<file path="src/design/esd_pkg.sv">
// ----------------------------------------------------------------------------
// esd_pkg
// Shared types and character constants for the C escape sequence decoder.
// ----------------------------------------------------------------------------
package esd_pkg;

	localparam int unsigned ByteW = 8;

	// Decoder phase codes
	typedef enum logic [2:0] {
		PH_IDLE = 3'd0,
		PH_BSL  = 3'd1,
		PH_HEX0 = 3'd2,
		PH_HEX1 = 3'd3,
		PH_OCT  = 3'd4
	} phase_t;

	typedef struct packed {
		phase_t             phase;
		logic [ByteW-1:0]   accum;
		logic [1:0]         digits;
	} dec_state_t;

	// Up to two results produced by one request
	typedef struct packed {
		logic [1:0]         cnt;
		logic [ByteW-1:0]   byte0;
		logic [ByteW-1:0]   byte1;
	} step_res_t;

	localparam logic [ByteW-1:0] CharBsl    = 8'h5c;
	localparam logic [ByteW-1:0] CharX      = 8'h78;
	localparam logic [ByteW-1:0] CharZero   = 8'h30;
	localparam logic [ByteW-1:0] CharSeven  = 8'h37;
	localparam logic [ByteW-1:0] CharNine   = 8'h39;
	localparam logic [ByteW-1:0] CharUpA    = 8'h41;
	localparam logic [ByteW-1:0] CharUpF    = 8'h46;
	localparam logic [ByteW-1:0] CharLowA   = 8'h61;
	localparam logic [ByteW-1:0] CharLowF   = 8'h66;
	localparam logic [ByteW-1:0] CharB      = 8'h62;
	localparam logic [ByteW-1:0] CharN      = 8'h6e;
	localparam logic [ByteW-1:0] CharR      = 8'h72;
	localparam logic [ByteW-1:0] CharT      = 8'h74;
	localparam logic [ByteW-1:0] CharV      = 8'h76;
	localparam logic [ByteW-1:0] CharQuote  = 8'h27;
	localparam logic [ByteW-1:0] CharDquote = 8'h22;
	localparam logic [ByteW-1:0] CharQmark  = 8'h3f;
	localparam logic [ByteW-1:0] CharNul    = 8'h00;
	localparam logic [ByteW-1:0] HexTen     = 8'h0a;

endpackage

</file>
<file path="src/design/esd_if.sv">
// ----------------------------------------------------------------------------
// esd_in_if / esd_out_if
// Valid/ready byte channels for escaped text in and decoded bytes out.
// ----------------------------------------------------------------------------
interface esd_in_if;
	logic                      valid;
	logic                      ready;
	logic [esd_pkg::ByteW-1:0] in_byte;
	logic                      in_last;

	modport source (output valid, output in_byte, output in_last, input ready);
	modport sink   (input valid, input in_byte, input in_last, output ready);
endinterface

interface esd_out_if;
	logic                      valid;
	logic                      ready;
	logic [esd_pkg::ByteW-1:0] out_byte;
	logic                      out_last;

	modport source (output valid, output out_byte, output out_last, input ready);
	modport sink   (input valid, input out_byte, input out_last, output ready);
endinterface

</file>
<file path="src/design/esd_step.sv">
// ----------------------------------------------------------------------------
// esd_step
// Next-state and result logic for one text byte.
// ----------------------------------------------------------------------------
module esd_step (
	input  esd_pkg::dec_state_t        cur,
	input  logic [esd_pkg::ByteW-1:0]  in_byte,
	input  logic                       in_last,
	output esd_pkg::dec_state_t        nxt,
	output esd_pkg::step_res_t         res
);

	// Append one byte to the result pair
	function automatic esd_pkg::step_res_t push(esd_pkg::step_res_t r,
			logic [esd_pkg::ByteW-1:0] v);
		esd_pkg::step_res_t o;
		o = r;
		if (r.cnt == 2'd0) begin
			o.byte0 = v;
			o.cnt   = 2'd1;
		end else if (r.cnt == 2'd1) begin
			o.byte1 = v;
			o.cnt   = 2'd2;
		end
		return o;
	endfunction

	// {valid, value}
	function automatic logic [4:0] hex_val(logic [esd_pkg::ByteW-1:0] c);
		logic [esd_pkg::ByteW-1:0] d;
		d = '0;
		if (c >= esd_pkg::CharZero && c <= esd_pkg::CharNine) begin
			d = c - esd_pkg::CharZero;
			return {1'b1, d[3:0]};
		end else if (c >= esd_pkg::CharUpA && c <= esd_pkg::CharUpF) begin
			d = c - esd_pkg::CharUpA + esd_pkg::HexTen;
			return {1'b1, d[3:0]};
		end else if (c >= esd_pkg::CharLowA && c <= esd_pkg::CharLowF) begin
			d = c - esd_pkg::CharLowA + esd_pkg::HexTen;
			return {1'b1, d[3:0]};
		end
		return 5'd0;
	endfunction

	// {valid, mapped byte}
	function automatic logic [esd_pkg::ByteW:0] simple_esc(logic [esd_pkg::ByteW-1:0] c);
		logic [esd_pkg::ByteW:0] r;
		case (c)
			esd_pkg::CharLowA:   r = {1'b1, 8'h07};
			esd_pkg::CharB:      r = {1'b1, 8'h08};
			esd_pkg::CharLowF:   r = {1'b1, 8'h0c};
			esd_pkg::CharN:      r = {1'b1, 8'h0a};
			esd_pkg::CharR:      r = {1'b1, 8'h0d};
			esd_pkg::CharT:      r = {1'b1, 8'h09};
			esd_pkg::CharV:      r = {1'b1, 8'h0b};
			esd_pkg::CharBsl:    r = {1'b1, esd_pkg::CharBsl};
			esd_pkg::CharQuote:  r = {1'b1, esd_pkg::CharQuote};
			esd_pkg::CharDquote: r = {1'b1, esd_pkg::CharDquote};
			esd_pkg::CharQmark:  r = {1'b1, esd_pkg::CharQmark};
			esd_pkg::CharNul:    r = {1'b1, esd_pkg::CharNul};
			default:             r = '0;
		endcase
		return r;
	endfunction

	logic                      is_oct;
	logic [esd_pkg::ByteW-1:0] oct_d;
	logic [4:0]                hx;
	logic [esd_pkg::ByteW:0]   se;
	logic                      restart;
	logic [1:0]                digits_inc;

	assign is_oct     = (in_byte >= esd_pkg::CharZero) && (in_byte <= esd_pkg::CharSeven);
	assign oct_d      = in_byte - esd_pkg::CharZero;
	assign hx         = hex_val(in_byte);
	assign se         = simple_esc(in_byte);
	assign digits_inc = cur.digits + 2'd1;

	always_comb begin
		nxt     = cur;
		res     = '0;
		restart = 1'b0;
		case (cur.phase)
			esd_pkg::PH_BSL: begin
				if (se[esd_pkg::ByteW]) begin
					nxt.phase = esd_pkg::PH_IDLE;
					res       = push(res, se[esd_pkg::ByteW-1:0]);
				end else if (in_byte == esd_pkg::CharX) begin
					nxt.phase = esd_pkg::PH_HEX0;
				end else if (is_oct) begin
					nxt.accum  = oct_d;
					nxt.digits = 2'd1;
					nxt.phase  = esd_pkg::PH_OCT;
				end else begin
					// unknown escape: drop the backslash
					nxt.phase = esd_pkg::PH_IDLE;
					res       = push(res, in_byte);
				end
			end
			esd_pkg::PH_HEX0: begin
				if (hx[4]) begin
					nxt.accum = {4'd0, hx[3:0]};
					nxt.phase = esd_pkg::PH_HEX1;
				end else begin
					res     = push(res, esd_pkg::CharX);
					restart = 1'b1;
				end
			end
			esd_pkg::PH_HEX1: begin
				if (hx[4]) begin
					res       = push(res, {cur.accum[3:0], hx[3:0]});
					nxt.phase = esd_pkg::PH_IDLE;
				end else begin
					res     = push(res, cur.accum);
					restart = 1'b1;
				end
			end
			esd_pkg::PH_OCT: begin
				if (is_oct) begin
					nxt.accum  = {cur.accum[4:0], oct_d[2:0]};
					nxt.digits = digits_inc;
					if (digits_inc == 2'd3) begin
						res       = push(res, {cur.accum[4:0], oct_d[2:0]});
						nxt.phase = esd_pkg::PH_IDLE;
					end
				end else begin
					res     = push(res, cur.accum);
					restart = 1'b1;
				end
			end
			default: begin
				restart = 1'b1;
			end
		endcase

		// handle the byte as if no escape were pending
		if (restart) begin
			if (in_byte == esd_pkg::CharBsl) begin
				nxt.phase = esd_pkg::PH_BSL;
			end else begin
				nxt.phase = esd_pkg::PH_IDLE;
				res       = push(res, in_byte);
			end
		end

		// flush at end of string
		if (in_last) begin
			if (nxt.phase == esd_pkg::PH_HEX0) begin
				res = push(res, esd_pkg::CharX);
			end else if (nxt.phase == esd_pkg::PH_HEX1 || nxt.phase == esd_pkg::PH_OCT) begin
				res = push(res, nxt.accum);
			end
			nxt.phase = esd_pkg::PH_IDLE;
		end

		if (nxt.phase == esd_pkg::PH_IDLE) begin
			nxt.accum  = '0;
			nxt.digits = '0;
		end
	end

endmodule

</file>
<file path="src/design/escape_sequence_decoder.sv">
// ----------------------------------------------------------------------------
// escape_sequence_decoder
// Decodes C-style escape sequences in a byte stream with end-of-string marks.
// ----------------------------------------------------------------------------
// The first result of a request is registered and valid in the cycle after acceptance.
// Throughput: one request per cycle while the output is ready; a request that
// yields two results holds intake while the second result drains from the
// two-entry result register.
// Reset: arst_n clears the decoder to idle with no escape pending and empties
// the result register.
module escape_sequence_decoder (
	input  logic              clk,
	input  logic              arst_n,
	esd_in_if.sink            text,
	esd_out_if.source         decoded
);

	esd_pkg::dec_state_t       state_q;
	esd_pkg::dec_state_t       state_nxt;
	esd_pkg::step_res_t        res;

	// Result register: slot 0 faces the output, slot 1 waits behind it
	logic [1:0]                fill_q;
	logic [esd_pkg::ByteW-1:0] byte0_q;
	logic [esd_pkg::ByteW-1:0] byte1_q;
	logic                      last0_q;
	logic                      last1_q;

	logic                      take;
	logic                      pop;

	esd_step u_step (
		.cur     (state_q),
		.in_byte (text.in_byte),
		.in_last (text.in_last),
		.nxt     (state_nxt),
		.res     (res)
	);

	assign pop            = decoded.valid && decoded.ready;
	// Accept when the result register is empty or its only entry leaves now
	assign text.ready     = (fill_q == 2'd0) || (fill_q == 2'd1 && decoded.ready);
	assign take           = text.valid && text.ready;

	assign decoded.valid    = (fill_q != 2'd0);
	assign decoded.out_byte = byte0_q;
	assign decoded.out_last = last0_q;

	// Decoder state and occupancy
	always_ff @(posedge clk or negedge arst_n) begin
		if (!arst_n) begin
			state_q <= '{phase: esd_pkg::PH_IDLE, accum: '0, digits: '0};
			fill_q  <= '0;
		end else begin
			if (take) begin
				state_q <= state_nxt;
				fill_q  <= res.cnt;
			end else if (pop) begin
				fill_q  <= fill_q - 2'd1;
			end
		end
	end

	// Result payload: load a new pair on intake, advance slot 1 on a pop
	always_ff @(posedge clk) begin
		if (take) begin
			byte0_q <= res.byte0;
			last0_q <= (res.cnt == 2'd1);
			byte1_q <= res.byte1;
			last1_q <= 1'b1;
		end else if (pop) begin
			byte0_q <= byte1_q;
			last0_q <= last1_q;
		end
	end

endmodule

</file>
<file path="src/flat_wrapper.sv">
// flat-port wrapper written by rule: the top's interface ports become plain ports
module escape_sequence_decoder_flat 
  (clk, arst_n, text_valid, text_in_byte, text_in_last, text_ready, decoded_valid, decoded_out_byte, decoded_out_last, decoded_ready);
  esd_in_if text_i ();
  esd_out_if decoded_i ();
  input  logic clk;
  input  logic arst_n;
  input wire logic [$bits(text_i.valid)-1:0] text_valid;
  input wire logic [$bits(text_i.in_byte)-1:0] text_in_byte;
  input wire logic [$bits(text_i.in_last)-1:0] text_in_last;
  output wire logic [$bits(text_i.ready)-1:0] text_ready;
  output wire logic [$bits(decoded_i.valid)-1:0] decoded_valid;
  output wire logic [$bits(decoded_i.out_byte)-1:0] decoded_out_byte;
  output wire logic [$bits(decoded_i.out_last)-1:0] decoded_out_last;
  input wire logic [$bits(decoded_i.ready)-1:0] decoded_ready;
  assign text_i.valid = text_valid;
  assign text_i.in_byte = text_in_byte;
  assign text_i.in_last = text_in_last;
  assign text_ready = text_i.ready;
  assign decoded_valid = decoded_i.valid;
  assign decoded_out_byte = decoded_i.out_byte;
  assign decoded_out_last = decoded_i.out_last;
  assign decoded_i.ready = decoded_ready;
  escape_sequence_decoder u_core (.clk(clk), .arst_n(arst_n), .text(text_i), .decoded(decoded_i));
endmodule
</file>
<file path="config.mk">
export PLATFORM = sky130hd
export DESIGN_NAME = escape_sequence_decoder_flat
export DESIGN_NICKNAME = d
export VERILOG_FILES = /design/src/design/esd_pkg.sv /design/src/design/esd_if.sv /design/src/design/esd_step.sv /design/src/design/escape_sequence_decoder.sv /design/src/flat_wrapper.sv
export SDC_FILE = /design/constraint.sdc
export NUM_CORES = 1
export LEC_CHECK = 0
export BUFFER_PORTS_ARGS = -buffer_cell sky130_fd_sc_hd__buf_4
export CORE_AREA = 10 10 89 91
export DETAILED_ROUTE_END_ITERATION = 7
export DIE_AREA = 0 0 99 101
export PLACE_DENSITY = 0.78
export SKIP_LAST_GASP = 1
export SLEW_MARGIN = 20
export SYNTH_ARGS = -nofsm -noshare
export SYNTH_HDL_FRONTEND = slang
export SYNTH_SLANG_ARGS = --single-unit
</file>
<file path="constraint.sdc">
create_clock -name clk -period 3 [get_ports clk]
set_input_delay 0.45 -clock clk [delete_from_list [all_inputs] [get_ports clk]]
set_output_delay 0.45 -clock clk [all_outputs]
set_load 0.02 [all_outputs]
</file>
==> results.toml <==
[yosys]
synth.top_cell.area_share_pct = 16.2
synth_area_leaders = "edfxtp_1, dfrtp_1, ha_1"
ys.flop_type = "edfxtp_1"
syn-cell-area_um2 = 3150
yosys.area.top_type = "edfxtp_1"
ys_seq_elements = 32
synth_nets = 404
synthCells = 375
synth_edf_count = 17
synth.most_common_cell = "nand2_1"
seq_area_frac_synth_pct = 28.2
ys_types = 80
synth_common_cells = "nand2_1, nor2_1, a21oi_1"
ys_warn_count = 0
async_flop_share_pct = 46.9
synth.avg_cell_area_um2 = 8.39

[route]
postRouteAntennaNets = 0
drc_errors = 0
wirelength_um = 12100
vias = 3705
drtIter0Drc = 457
wl_per_cell_um = 21.3
drtPass1Iterations = 5
routed_via_density = 6.52

[cts]
clk_latency_ns = 0.29
clk_pin_slew_worst_paths_ns = 0.08
clockRootBuffer = "clkbuf_8"
cts_buffer_depth = 2
cts_htree_levels = 2
postCtsHoldBufs = 0
cts_made_buffers = 5
clock-sinks = 32
tritoncts = "built"

[global_routing]
track_usage_pct = 23.4
grt_pass1_wl_um = 18900
grt-ovfl-total = 0
grt_pass1_vias = 3683
grt_start_max_net_pins = 20
antenna_found_initial = 0

[sta]
setup_tns_ns = -3.45
max_freq_mhz = 305
rsz0062_at_grt = "true"
finalCriticalPeriod_ns = 3.28
maxSlewHeadroom_pct = 66.8
finalCritPeriodShare_pct = 109
fin_skew_ns = 0.00697
hold_viol = 0
tightest_slew_ns = 0.496
setup_viol = 19
maxSlewViolCount = 0
setup_ws_ns = -0.279

[setup_path]
crit_type = "input pin to register"
slowest_delay_ns = 0.41
critical_path.max_fanout = 4
crit_chain = "buf_6 > or3b_4 > or4_1 > a32o_2 > nand3_4 > o211a_4 > inv_6 > ha_4 > nor2_4 > or2_4 > inv_2 > ha_1 > nor3b_4 > buf_4 > nand2_4 > a32oi_2"
cp.arrival_ns = 3.40
reg2reg_depth = 15
cp-start-kind = "input pin"
r2r_slack_ns = 0.13
reg2reg_to = "u_core.byte1_q[0]"
critical_path.slowest_cell = "or4_1"
required_ns = 3.12
reg2reg_from = "u_core.state_q[0]"
endpoint_kind = "register"

[floorplanning]
rows = 29
die_w_um = 99
core_um2 = 6200
initial_core_util_pct = 50.7
die_h_um = 101
ios = 24
floorplan.die_area_um2 = 10000

[placement]
routabilityCongestion = 1.03
dp_hpwl_um = 9240
io_buffers = 23
dp.cells = 555

[pwr]
p_int_w = 0.00135
total_power_w = 0.00230
comb_power_share_pct = 57.8
p_sw_share_pct = 41.3
p_leak_nw = 1.89
ir_worst_vdd_mv = 0.473
seq_power_share_pct = 27.7
clkPwrFrac_pct = 14.6
net-switching-power_w = 0.000950
powerDensity_nw_per_um2 = 501

[cells_and_area]
syn_to_final_growth_pct = 46.0
nets = 519
layout-drive-gt1-share_pct = 41.8
antenna_cells = 0
fin_cells = 568

[run_status]
violations = "setup timing"
outcome = "finished, violations left"

[job]
maxCapViolCount = 0

[hold_path]
hp-class = "input pin to asynchronous set/reset pin"
==> worst max-delay path by stage <==
stage | startpoint | to | slack [ns] | cells past startpoint
floorplan | text_in_byte[3] | u_core.byte1_q[7] | -0.38 | 14
global placement | text_in_byte[5] | u_core.byte1_q[7] | -0.52 | 17
detailed placement | text_in_byte[3] | u_core.byte1_q[7] | -0.61 | 16
CTS | text_in_byte[3] | u_core.byte1_q[7] | -0.22 | 15
global route | text_in_byte[3] | u_core.byte1_q[0] | -0.40 | 17
finish | text_in_byte[3] | u_core.byte1_q[0] | -0.28 | 16
==> area by class of cell <==
cell class                 count  area [µm²]
clock inverter                 3        13.8
clock buffer                   5        68.8
timing repair buffer         127         977
tap                           77        96.3
sequential                    32         886
fill                         476        1610
inverter                      19        78.8
multi-input combinational    305        2470
==> repair_timing <==
item	CTS	global route
endpoints found under the setup margin	19	20
pin swaps	13	20
gates resized for setup	20	22
buffers inserted	3	3
==> registers in the layout, summed over array words and instances (netlist names) <==
| signal | count |
|---|---|
| u_core.state_q | 13 |
| u_core.byte1_q | 8 |
| u_core.decoded.out_byte | 8 |
| u_core.fill_q | 2 |
| u_core.decoded.out_last | 1 |
==> critical path, delay by kind of cell <==
| kind | cells | cell delay, ns |
|---|---|---|
| adder cells (fa/ha/maj) | 2 | 0.40 |
| AND/OR/NAND/NOR | 7 | 1.53 |
| AO/OA/AOI/OAI | 3 | 0.64 |
| buffers and inverters | 4 | 0.37 |
==> through the flow <==
| stage | worst slack [ns] | cell area (µm²) | hold slack, ns | utilization [%] |
|---|---|---|---|---|
| 4_1_cts | -0.215 | 4440 | 0.0284 | 71.5 |
| 3_3_place_gp | -0.523 | 4220 | 0.326 | 68.0 |
| 2_1_floorplan | -0.375 | 3310 | 0.154 | - |
| 6_report | -0.279 | 4590 | 0.0224 | 74.0 |
| 3_5_place_dp | -0.614 | 4220 | 0.332 | 68.0 |
| 5_1_grt | -0.397 | 4590 | 0.0281 | 74.0 |
==> logic make-up (layout without fill, tap and decap cells) <==
logic type               count (synthesis)  in the layout  share of synthesized area (%)
AND/OR/NAND/NOR                        142            142                           23.4
AO/OA/AOI/OAI                          130            130                           31.5
adder cells (fa/ha/maj)                 16             16                           6.36
multiplexers                            12             12                           4.02
XOR/XNOR                                 5              5                           1.39
flip-flops                              32             32                           28.2
buffers and inverters                   38            154                           5.17
==> per-layer routing <==
layer  vias up  track usage, %  share of wire, %
met5         -               0                 0
met4         0            12.8               5.4
met3        61            4.66               7.6
met2       216            40.3                49
met1      1758            26.5                38
li1       1670               -                 -
==> layout by cell type (no fill, tap or decap), types with 6 or more instances in the layout <==
master / count
dfrtp_1: 15
nand2b_1: 7
edfxtp_1: 17
a211oi_1: 6
buf_4: 123
nor3_1: 7
mux2i_1: 7
a21oi_1: 19
o31ai_1: 6
and2_1: 6
nand3_1: 9
o21ai_1: 11
a21oi_2: 6
ha_1: 8
o21ai_0: 8
a21o_1: 7
nand2_1: 38
nor2_1: 33
inv_1: 14
==> power by group through the flow <==
stage / Clock (W) / Sequential (W) / Combinational (W)
final: 0.000336 / 0.000637 / 0.00133
after global placement: 0 / 0.000641 / 0.00108
after floorplan: 0 / 0.000697 / 0.000619
after detailed placement: 0 / 0.000645 / 0.00111
after CTS: 0.000330 / 0.000637 / 0.00124
after global routing: 0.000357 / 0.000647 / 0.00142
(Power assumes the default switching activity.)
